File: src/rtl/skf_pkg.sv
`default_nettype none

package skf_pkg;

  localparam int DATA_W     = 32;
  localparam int GAIN_W     = 17;
  localparam int Q_FRAC     = 16;
  localparam int CFG_ADDR_W = 2;
  localparam int MUL_A_W    = 17;
  localparam int MUL_B_W    = 33;
  localparam int DIV_STEPS  = 17;
  localparam int CNT_W      = $clog2(DIV_STEPS);

  localparam logic [GAIN_W-1:0] ONE_Q16 = GAIN_W'(1 << Q_FRAC);

  localparam logic [DATA_W-1:0] MEAS_NOISE_RST = 32'd65536;
  localparam logic [DATA_W-1:0] INIT_NOISE_RST = 32'd65536;
  localparam logic [DATA_W-1:0] PROC_NOISE_RST = 32'd655;

  typedef enum logic [CFG_ADDR_W-1:0] {
    CFG_MEAS_NOISE = 2'd0,
    CFG_INIT_NOISE = 2'd1,
    CFG_PROC_NOISE = 2'd2
  } cfg_idx_t;

  typedef enum logic [6:0] {
    ST_IDLE  = 7'b0000001,
    ST_DIV   = 7'b0000010,
    ST_MSTEP = 7'b0000100,
    ST_MERR  = 7'b0001000,
    ST_MQLO  = 7'b0010000,
    ST_MQHI  = 7'b0100000,
    ST_FIN   = 7'b1000000
  } state_t;

endpackage

`default_nettype wire

File: src/rtl/skf_mul.sv
`default_nettype none

module skf_mul
  import skf_pkg::*;
#(
  parameter int A_W = MUL_A_W,
  parameter int B_W = MUL_B_W
) (
  input  wire logic             clk,
  input  wire logic             en,
  input  wire logic [A_W-1:0]   a,
  input  wire logic [B_W-1:0]   b,
  output logic [A_W+B_W-1:0]    p
);

  always_ff @(posedge clk) begin
    if (en) begin
      p <= (A_W+B_W)'(a) * (A_W+B_W)'(b);
    end
  end

endmodule

`default_nettype wire

File: src/rtl/scalar_kalman_filter_core.sv
// Channel  | Handshake            | Payload
// ---------+----------------------+------------------------------------------------
// in       | in_valid / in_ready  | measurement
// out      | out_valid / out_ready| filtered_estimate, gain_used, updated_error
// cfg      | cfg_write            | cfg_addr, cfg_data
//
// Per item: accept, 17 restoring-division steps for the gain, 4 passes through the
// shared 17x33 multiplier, then forming and registering the result.
// in_ready is high only while the sequencer is idle; a result waiting in the output
// register does not block the next transaction until that next result is finished.
// rst is synchronous: control, config and estimate registers reset, error to 1.0.
`default_nettype none

module scalar_kalman_filter_core
  import skf_pkg::*;
(
  input  wire logic                     clk,
  input  wire logic                     rst,
  input  wire logic                     in_valid,
  output logic                          in_ready,
  input  wire logic signed [DATA_W-1:0] measurement,
  output logic                          out_valid,
  input  wire logic                     out_ready,
  output logic signed [DATA_W-1:0]      filtered_estimate,
  output logic [GAIN_W-1:0]             gain_used,
  output logic [DATA_W-1:0]             updated_error,
  input  wire logic                     cfg_write,
  input  wire logic [CFG_ADDR_W-1:0]    cfg_addr,
  input  wire logic [DATA_W-1:0]        cfg_data
);

  state_t state;

  logic [DATA_W-1:0] meas_noise;
  logic [DATA_W-1:0] proc_noise;
  logic [DATA_W-1:0] prev_est;
  logic [DATA_W-1:0] est_err;

  logic [DATA_W:0]   den;
  logic              den_zero;
  logic [DATA_W:0]   rem;
  logic [GAIN_W-1:0] quot;
  logic [CNT_W-1:0]  cnt;
  logic [DATA_W:0]   dmag;
  logic              dneg;
  logic [DATA_W:0]   step;
  logic [DATA_W-1:0] err1;
  logic [DATA_W:0]   plo;

  logic [MUL_A_W-1:0]         mul_a;
  logic [MUL_B_W-1:0]         mul_b;
  logic                       mul_en;
  logic [MUL_A_W+MUL_B_W-1:0] prod;

  logic              in_fire;
  logic              fin_fire;
  logic [DATA_W:0]   d;
  logic [DATA_W+1:0] rem_sh;
  logic [DATA_W+2:0] diff;
  logic              ge;
  logic [GAIN_W-1:0] gain;
  logic [49:0]       add;
  logic [50:0]       err_sum;
  logic [DATA_W-1:0] err_sat;
  logic [DATA_W-1:0] x_new;

  assign in_ready = (state == ST_IDLE);
  assign in_fire  = in_valid && in_ready;
  assign fin_fire = (state == ST_FIN) && (!out_valid || out_ready);

  assign d = {measurement[DATA_W-1], measurement} - {prev_est[DATA_W-1], prev_est};

  assign rem_sh = {rem, (cnt == '0) ? est_err[0] : 1'b0};
  assign diff   = {1'b0, rem_sh} - {2'b00, den};
  assign ge     = !diff[DATA_W+2];
  assign gain   = den_zero ? '0 : quot;

  assign add     = 50'(prod[48:0]) + 50'(plo);
  assign err_sum = 51'(add) + 51'(err1);
  assign err_sat = (err_sum[50:DATA_W] != '0) ? '1 : err_sum[DATA_W-1:0];
  assign x_new   = dneg ? prev_est - step[DATA_W-1:0] : prev_est + step[DATA_W-1:0];

  always_comb begin
    mul_en = 1'b0;
    mul_a  = '0;
    mul_b  = '0;
    case (state)
      ST_MSTEP: begin
        mul_en = 1'b1;
        mul_a  = gain;
        mul_b  = dmag;
      end
      ST_MERR: begin
        mul_en = 1'b1;
        mul_a  = ONE_Q16 - gain;
        mul_b  = {1'b0, est_err};
      end
      ST_MQLO: begin
        mul_en = 1'b1;
        mul_a  = {1'b0, proc_noise[15:0]};
        mul_b  = step;
      end
      ST_MQHI: begin
        mul_en = 1'b1;
        mul_a  = {1'b0, proc_noise[31:16]};
        mul_b  = step;
      end
      default: begin
        mul_en = 1'b0;
      end
    endcase
  end

  skf_mul #(
    .A_W (MUL_A_W),
    .B_W (MUL_B_W)
  ) u_mul (
    .clk (clk),
    .en  (mul_en),
    .a   (mul_a),
    .b   (mul_b),
    .p   (prod)
  );

  always_ff @(posedge clk) begin
    if (rst) begin
      state      <= ST_IDLE;
      cnt        <= '0;
      out_valid  <= 1'b0;
      meas_noise <= MEAS_NOISE_RST;
      proc_noise <= PROC_NOISE_RST;
      prev_est   <= '0;
      est_err    <= INIT_NOISE_RST;
    end else begin
      if (cfg_write) begin
        case (cfg_addr)
          CFG_MEAS_NOISE: meas_noise <= cfg_data;
          CFG_INIT_NOISE: est_err    <= cfg_data;
          CFG_PROC_NOISE: proc_noise <= cfg_data;
          default: ;
        endcase
      end
      if (fin_fire) begin
        out_valid <= 1'b1;
        prev_est  <= x_new;
        est_err   <= err_sat;
      end else if (out_ready) begin
        out_valid <= 1'b0;
      end
      case (state)
        ST_IDLE: begin
          if (in_fire) begin
            state <= ST_DIV;
            cnt   <= '0;
          end
        end
        ST_DIV: begin
          if (cnt == CNT_W'(DIV_STEPS - 1)) begin
            state <= ST_MSTEP;
          end
          cnt <= cnt + 1'b1;
        end
        ST_MSTEP: state <= ST_MERR;
        ST_MERR:  state <= ST_MQLO;
        ST_MQLO:  state <= ST_MQHI;
        ST_MQHI:  state <= ST_FIN;
        ST_FIN: begin
          if (fin_fire) begin
            state <= ST_IDLE;
          end
        end
        default: state <= ST_IDLE;
      endcase
    end
  end

  always_ff @(posedge clk) begin
    if (in_fire) begin
      den      <= {1'b0, est_err} + {1'b0, meas_noise};
      den_zero <= (est_err == '0) && (meas_noise == '0);
      rem      <= {2'b00, est_err[DATA_W-1:1]};
      quot     <= '0;
      dneg     <= d[DATA_W];
      dmag     <= d[DATA_W] ? (~d + 1'b1) : d;
    end
    if (state == ST_DIV) begin
      rem  <= ge ? diff[DATA_W:0] : rem_sh[DATA_W:0];
      quot <= {quot[GAIN_W-2:0], ge};
    end
    if (state == ST_MERR) begin
      step <= prod[48:16];
    end
    if (state == ST_MQLO) begin
      err1 <= prod[47:16];
    end
    if (state == ST_MQHI) begin
      plo <= prod[48:16];
    end
    if (fin_fire) begin
      filtered_estimate <= x_new;
      gain_used         <= gain;
      updated_error     <= err_sat;
    end
  end

endmodule

`default_nettype wire

File: config.mk
export PLATFORM = sky130hd
export DESIGN_NAME = scalar_kalman_filter_core
export DESIGN_NICKNAME = d
export VERILOG_FILES = /design/src/rtl/skf_pkg.sv /design/src/rtl/skf_mul.sv /design/src/rtl/scalar_kalman_filter_core.sv
export SDC_FILE = /design/constraint.sdc
export NUM_CORES = 2
export LEC_CHECK = 0
export BUFFER_PORTS_ARGS = -buffer_cell sky130_fd_sc_hd__buf_2
export CAP_MARGIN = 20
export CORE_UTILIZATION = 59
export CTS_BUF_LIST = sky130_fd_sc_hd__clkbuf_16
export CTS_CLUSTER_DIAMETER = 50
export DETAILED_ROUTE_END_ITERATION = 16
export PLACE_DENSITY_LB_ADDON = 0.08
export SLEW_MARGIN = 30
export SYNTH_ARGS = -nofsm -noshare
export SYNTH_HDL_FRONTEND = slang
export SYNTH_SLANG_ARGS = --single-unit
File: constraint.sdc
create_clock -name clk -period 8.86 [get_ports clk]
set_input_delay 1.772 -clock clk [delete_from_list [all_inputs] [get_ports clk]]
set_output_delay 1.772 -clock clk [all_outputs]
set_load 0.01 [all_outputs]
== After elaboration in Yosys (flattened, before gate mapping) ==
Cells that the tools add are included.

* Bits in registers: 487
* Latch bits: 0
* RAM bits: 0
* ROM bits: 0
* Bits of input ports: 71
* Output and inout bits: 83
* Memories: 0

* Add/subtract/negate cells: 10
* Multipliers: 1
* Div/mod/pow operators: 0
* Order comparisons: 0
* Eq/ne operators: 13
* Shift operators: 0
* Mux-type cells: 24
* Bitwise operators: 1
* Reduce and logical (&&, ||, !) cells: 23

{| class="wikitable"
|+ Operators by type and width
! operator !! number
|-
| 2-to-1 mux 32 bit || 6
|-
| 2-to-1 mux 33 bit || 3
|-
| case mux 33 bit (3 select lines) || 1
|-
| case mux 17 bit (4 select lines) || 1
|-
| logical NOT 32 bit || 2
|-
| adder 50 x 32 -> 51 bit || 1
|-
| 2-to-1 mux 17 bit || 3
|-
| adder 49 x 33 -> 50 bit || 1
|-
| multiplier 17 x 33 -> 49 bit || 1
|-
| case mux 7 bit (7 select lines) || 1
|-
| subtractor 34 x 33 -> 35 bit || 1
|-
| adder 32 x 32 -> 33 bit || 1
|-
| adder 33 x 1 -> 33 bit, second input constant || 1
|-
| NOT 33 bit || 1
|-
| subtractor 32 x 32 -> 33 bit || 1
|-
| adder 32 bit || 1
|-
| subtractor 32 bit || 1
|-
| 2-to-1 mux 7 bit || 3
|-
| nonzero test 19 bit || 1
|-
| subtractor 17 bit, first input constant || 1
|-
| case mux 5 bit (2 select lines) || 1
|-
| nonzero test 2 bit || 5
|-
| AND reduction 2 bit || 4
|-
| equality test 7 x 1 -> 1 bit, second input constant || 1
|-
| 22 further kinds || 29
|}

== Logic depth before layout (Yosys ltp) ==
* Depth in word-level cells: 5
* Gate-level depth with buffers: 35

== Hierarchy ==
A second synthesis with hierarchy kept.

* Cells, all modules: 5207
* Area, all modules: 47783.3 um2

{| class="wikitable"
|+ Modules (own cells, without submodules)
! module !! instances !! cells each !! area each (um2) !! sequential area each (um2)
|-
| scalar_kalman_filter_core || 1 || 3083 || 28543.6 || 11741.3
|-
| skf_mul || 1 || 2124 || 19239.7 || 1501.4
|}

== Worst setup path after synthesis ==
Ideal clock, no wire load.

* Path kind: reg-to-reg
* Start point: reg state[0]
* End point: reg u_mul.p[46] (data pin)
* Data arrival time: 8.980 ns
* Path slack: -0.382 ns
* Stages on the path, launching flop included: 32
* Path buffers: 2
* Period minus slack after synthesis: 9.242 ns
* Path through: dfxtp_1 or3_1 or3_1 nor3b_1 clkbuf_1 nand2_1 nand4_1 clkbuf_1 nand2_1 fa_1 inv_1 fa_1 inv_1 fa_1 inv_1 fa_1 fa_1 inv_1 fa_1 inv_1 ha_1 and3_1 nor2b_1 a221oi_1 nor3_1 a21oi_1 o41ai_1 a211oi_1 o21ai_1 a2111oi_0 o21bai_1 xor2_1

* Longest elaborated chain between the ends: 4
* Elaborated cells between the ends (all ways): 8

{| class="wikitable"
|+ RTL lines
! item !! line !! RTL
|-
| start: declaration || scalar_kalman_filter_core.sv:32 || <nowiki>state_t state;</nowiki>
|-
| start signal: assignment || scalar_kalman_filter_core.sv:127 || <nowiki>state <= ST_IDLE;</nowiki>
|-
| start signal: assignment || scalar_kalman_filter_core.sv:153 || <nowiki>state <= ST_DIV;</nowiki>
|-
| start signal: assignment || scalar_kalman_filter_core.sv:159 || <nowiki>state <= ST_MSTEP;</nowiki>
|-
| equality test 7 x 5 -> 1 bit / equality test 7 x 6 -> 1 bit (equally long branches) || scalar_kalman_filter_core.sv:87 || <nowiki>case (state)</nowiki>
|-
| OR reduction 2 bit (no line) || - ||
|-
| case mux 33 bit (3 select lines) || scalar_kalman_filter_core.sv:87 ||
|-
| multiplier 17 x 33 -> 49 bit (*) || skf_mul.sv:18 || <nowiki>p <= (A_W+B_W)'(a) * (A_W+B_W)'(b);</nowiki>
|-
| end signal: assignment || skf_mul.sv:18 ||
|-
| end: declaration || skf_mul.sv:13 || <nowiki>output logic [A_W+B_W-1:0] p</nowiki>
|}

Every way passes the cells marked *; elsewhere a longest branch is shown, timed or not.
A chain may end at the register's enable or synchronous reset.

== Worst setup path in the final report ==
* Start point: reg den_zero
* End point: reg u_mul.p[47] (data pin)

* Longest elaborated chain between the ends: 4

{| class="wikitable"
|+ RTL lines
! item !! line !! RTL
|-
| start: declaration || scalar_kalman_filter_core.sv:40 || <nowiki>logic den_zero;</nowiki>
|-
| start signal: assignment || scalar_kalman_filter_core.sv:180 || <nowiki>den_zero <= (est_err == '0) && (meas_noise == '0);</nowiki>
|-
| 2-to-1 mux 17 bit (*) || scalar_kalman_filter_core.sv:76 || <nowiki>assign gain = den_zero ? '0 : quot;</nowiki>
|-
| subtractor 17 bit || scalar_kalman_filter_core.sv:95 || <nowiki>mul_a = ONE_Q16 - gain;</nowiki>
|-
| case mux 17 bit (4 select lines) (*) || scalar_kalman_filter_core.sv:87 ||
|-
| multiplier 17 x 33 -> 49 bit (*) || skf_mul.sv:18 ||
|}

Marks and branches as above.

==> flow_summary.toml <==
[run_status]
outcome = "complete, no violations"

[synth]
synth_edf_count = 346
yosys.cell_count.top_type = "nand2_1"
syn_area_sq_mm = 0.0470
syn_avg_cell_area_sq_um = 9.10
synth_commonest_cells = "nand2_1 (898), inv_1 (724), fa_1 (500)"
ys_seq_area_frac = 0.281
synthArstFlopShare = 0
syn-num-nets = 6021
postSynthCellCount = 5163
synthTopCellsByArea = "edfxtp_1 (22%), fa_1 (21%), ha_1 (7.6%)"
synth_cell_types = 105
synth_top_area_frac = 0.221
ys_ff_latch = 487
synth_top_area_cell = "edfxtp_1"
synth_warnings = 0
synthFlopType = "edfxtp_1"

[setup_path]
crit_type = "flop to flop"
worstPathRequired_ps = 9190
crit_path_end_kind = "flop"
startpoint_type = "flop"
crit_top_cell = "fa_1"
crit_slowest_cell = "or4_4"
crit_arrival_ps = 8990
r2r_slack_ps = 200
critPathMaxStageDelay_ps = 580
critPathMaxFanout = 16

[global_routing]
antenna_found_initial = 1
grt_first_pass_wirelength_um = 224000
gr-usage-met3 = 0.0656
grt_util_met2 = 0.589
grt_pass1_vias = 38000
grt_util_met1 = 0.485
busiest_layer = "met2"
grt_max_degree = 78
overflow = 0
track_usage = 0.368

[job]
maxCapViolations = 0

[place]
place_inst = 6309
hpwl_um = 119000
place.port_buffers = 153
placed_cell_area_sq_mm = 0.0497
gp_congestion = 1.02

[routing]
routed_wl_um = 150000
drt_iter0_markers = 3951
first_pass_iters = 6
vias = 38700
drc_errors = 0
vias_per_cell = 5.99
ant_nets = 0
wl_per_cell_um = 23.2

[power]
peakVddDrop_mv = 0.167
cellPowerDensity_mw_per_mm2 = 160
total_power_mw = 8.42
cellLeakagePower_nw = 23.4

[final_layout]
syn_to_final_growth_pct = 11.9
stdcell_area_sq_mm = 0.0526
instances_no_fill = 6457
fin_nets = 6209
antenna_cells = 0
drive_gt1_frac = 0.110

[sta]
max_freq_mhz = 115
fin_skew_ps = 40.9
finalWorstPathRequiredPeriod_ps = 8660
setup_tns_ps = 0
hold_viol_final = 0
max_slew_margin = 0.326
finalMaxSlewViolations = 0
tightest_slew_ps = 1000
period_share = 0.977
setup-violations-final = 0

[die]
die_w_um = 284
core-area_sq_mm = 0.0789
num_rows = 103
fp.dieH_um = 284
num_io_pins = 154
initial_core_util = 0.596
die_area_sq_mm = 0.0808

[hold_path]
min-delay-path-class = "flop to flop"

[clocking]
clk_pin_slew_ps = 60
numCtsBuffers = 69
clock-sinks = 487
cts_buffer_depth = 3
cts_tree = "yes"
cts_root_buf = "clkbuf_16"
htreeDepth = 3
clkLatencyLatePin_ps = 630
==> layout make-up <==
type,count,area [sq um]
clock inverter,54,544
tap,1050,1310
fill,6593,26300
sequential,487,13200
timing repair buffer,347,2580
inverter,726,2730
multi-input combinational,3720,30400
clock buffer,73,1830
==> what timing repair did <==
action	in CTS	in global routing
cloned	0	6
pin swaps	0	14
setup buffers	0	15
resized for setup	2	51
hold buffers	0	0
endpoints found under the setup margin	4	14
==> routing by layer <==
| metal | vias to the layer above | wire length [um] |
|---|---|---|
| met4 | 0 | 8240 |
| li1 | 17500 | - |
| met2 | 1871 | 69300 |
| met3 | 396 | 14000 |
| met1 | 18900 | 58500 |
| met5 | - | 0 |
==> final timing paths <==
kind | end | cells past startpoint | start
setup / recovery | u_mul.p[47] | 34 | den_zero
hold / removal | proc_noise[5] | 2 | proc_noise[5]
setup reg to reg | u_mul.p[47] | 34 | den_zero
hold reg to reg | proc_noise[5] | 2 | proc_noise[5]
==> worst max-delay path, delay by kind of cell, from the launching register on <==
kind,cells,cell delay (ps)
adder cells (fa/ha/maj),7,3110
AO/OA/AOI/OAI,6,1400
flip-flops,1,440
buffers and inverters,8,930
XOR/XNOR,2,290
AND/OR/NAND/NOR,11,2190
==> per-stage QoR <==
step	util	setup WS (ps)	hold WS, ps
4_1_cts	0.660	7.41	458
5_1_grt	0.666	-123	485
2_1_floorplan	-	178	436
6_report	0.666	200	457
3_3_place_gp	0.629	75.9	452
3_5_place_dp	0.630	10.9	451
==> registers in the layout, summed over array words and instances, names as in the netlist, 5 cells and up <==
signal and count:
cnt 5, den 33, dmag 33, err1 32, est_err 32, filtered_estimate 32
gain_used 17, meas_noise 32, plo 33, prev_est 32, proc_noise 32, quot 17
rem 33, state 7, step 33, u_mul.p 49, updated_error 32
==> kinds of logic (layout without fill, tap and decap cells) <==
| logic type | Yosys count | in the layout | synth area share |
|---|---|---|---|
| simple gates | 1663 | 1664 | 0.158 |
| compound gates | 964 | 964 | 0.135 |
| flops | 487 | 487 | 0.281 |
| mux | 45 | 45 | 0.00974 |
| fa+ha+maj | 787 | 787 | 0.289 |
| buf+inv | 957 | 1200 | 0.0785 |
| xor+xnor | 260 | 260 | 0.0485 |
==> cells in the final DEF, fill, tap and decap left out, types with 11 or more instances in the layout <==
master and n:
nand3b_1 11, o21bai_1 40, nand3_1 60, o21ai_1 39, a31oi_1 58, xnor2_1 187, clkbuf_16 78, nor3_1 41
fa_1 498, o21ai_0 118, buf_2 152, mux2i_1 39, a21o_1 119, a211oi_1 14, dfxtp_1 141, or3_1 26
and3_1 31, nor2_1 305, a21oi_1 308, o31ai_1 19, inv_1 731, a221oi_1 13, ha_1 286, nand2b_1 30
nor3b_1 11, nand2_1 894, xor2_1 73, buf_4 164, edfxtp_1 346, a31o_2 33, buf_12 19, nor4_1 27
o21a_1 33, nor2b_1 40, or2_2 11, and2_1 68, a221o_1 12, nand4_1 46, a22oi_1 36
==> report_power, final <==
| group | switching [mW] | total [mW] | internal, mW | leakage (nW) |
|---|---|---|---|---|
| Sequential | 0.183 | 3.01 | 2.82 | 4.45 |
| Clock | 1.15 | 2.81 | 1.66 | 1.18 |
| Combinational | 1.58 | 2.60 | 1.02 | 17.7 |
No activity file was read; power rests on OpenSTA's default activity.
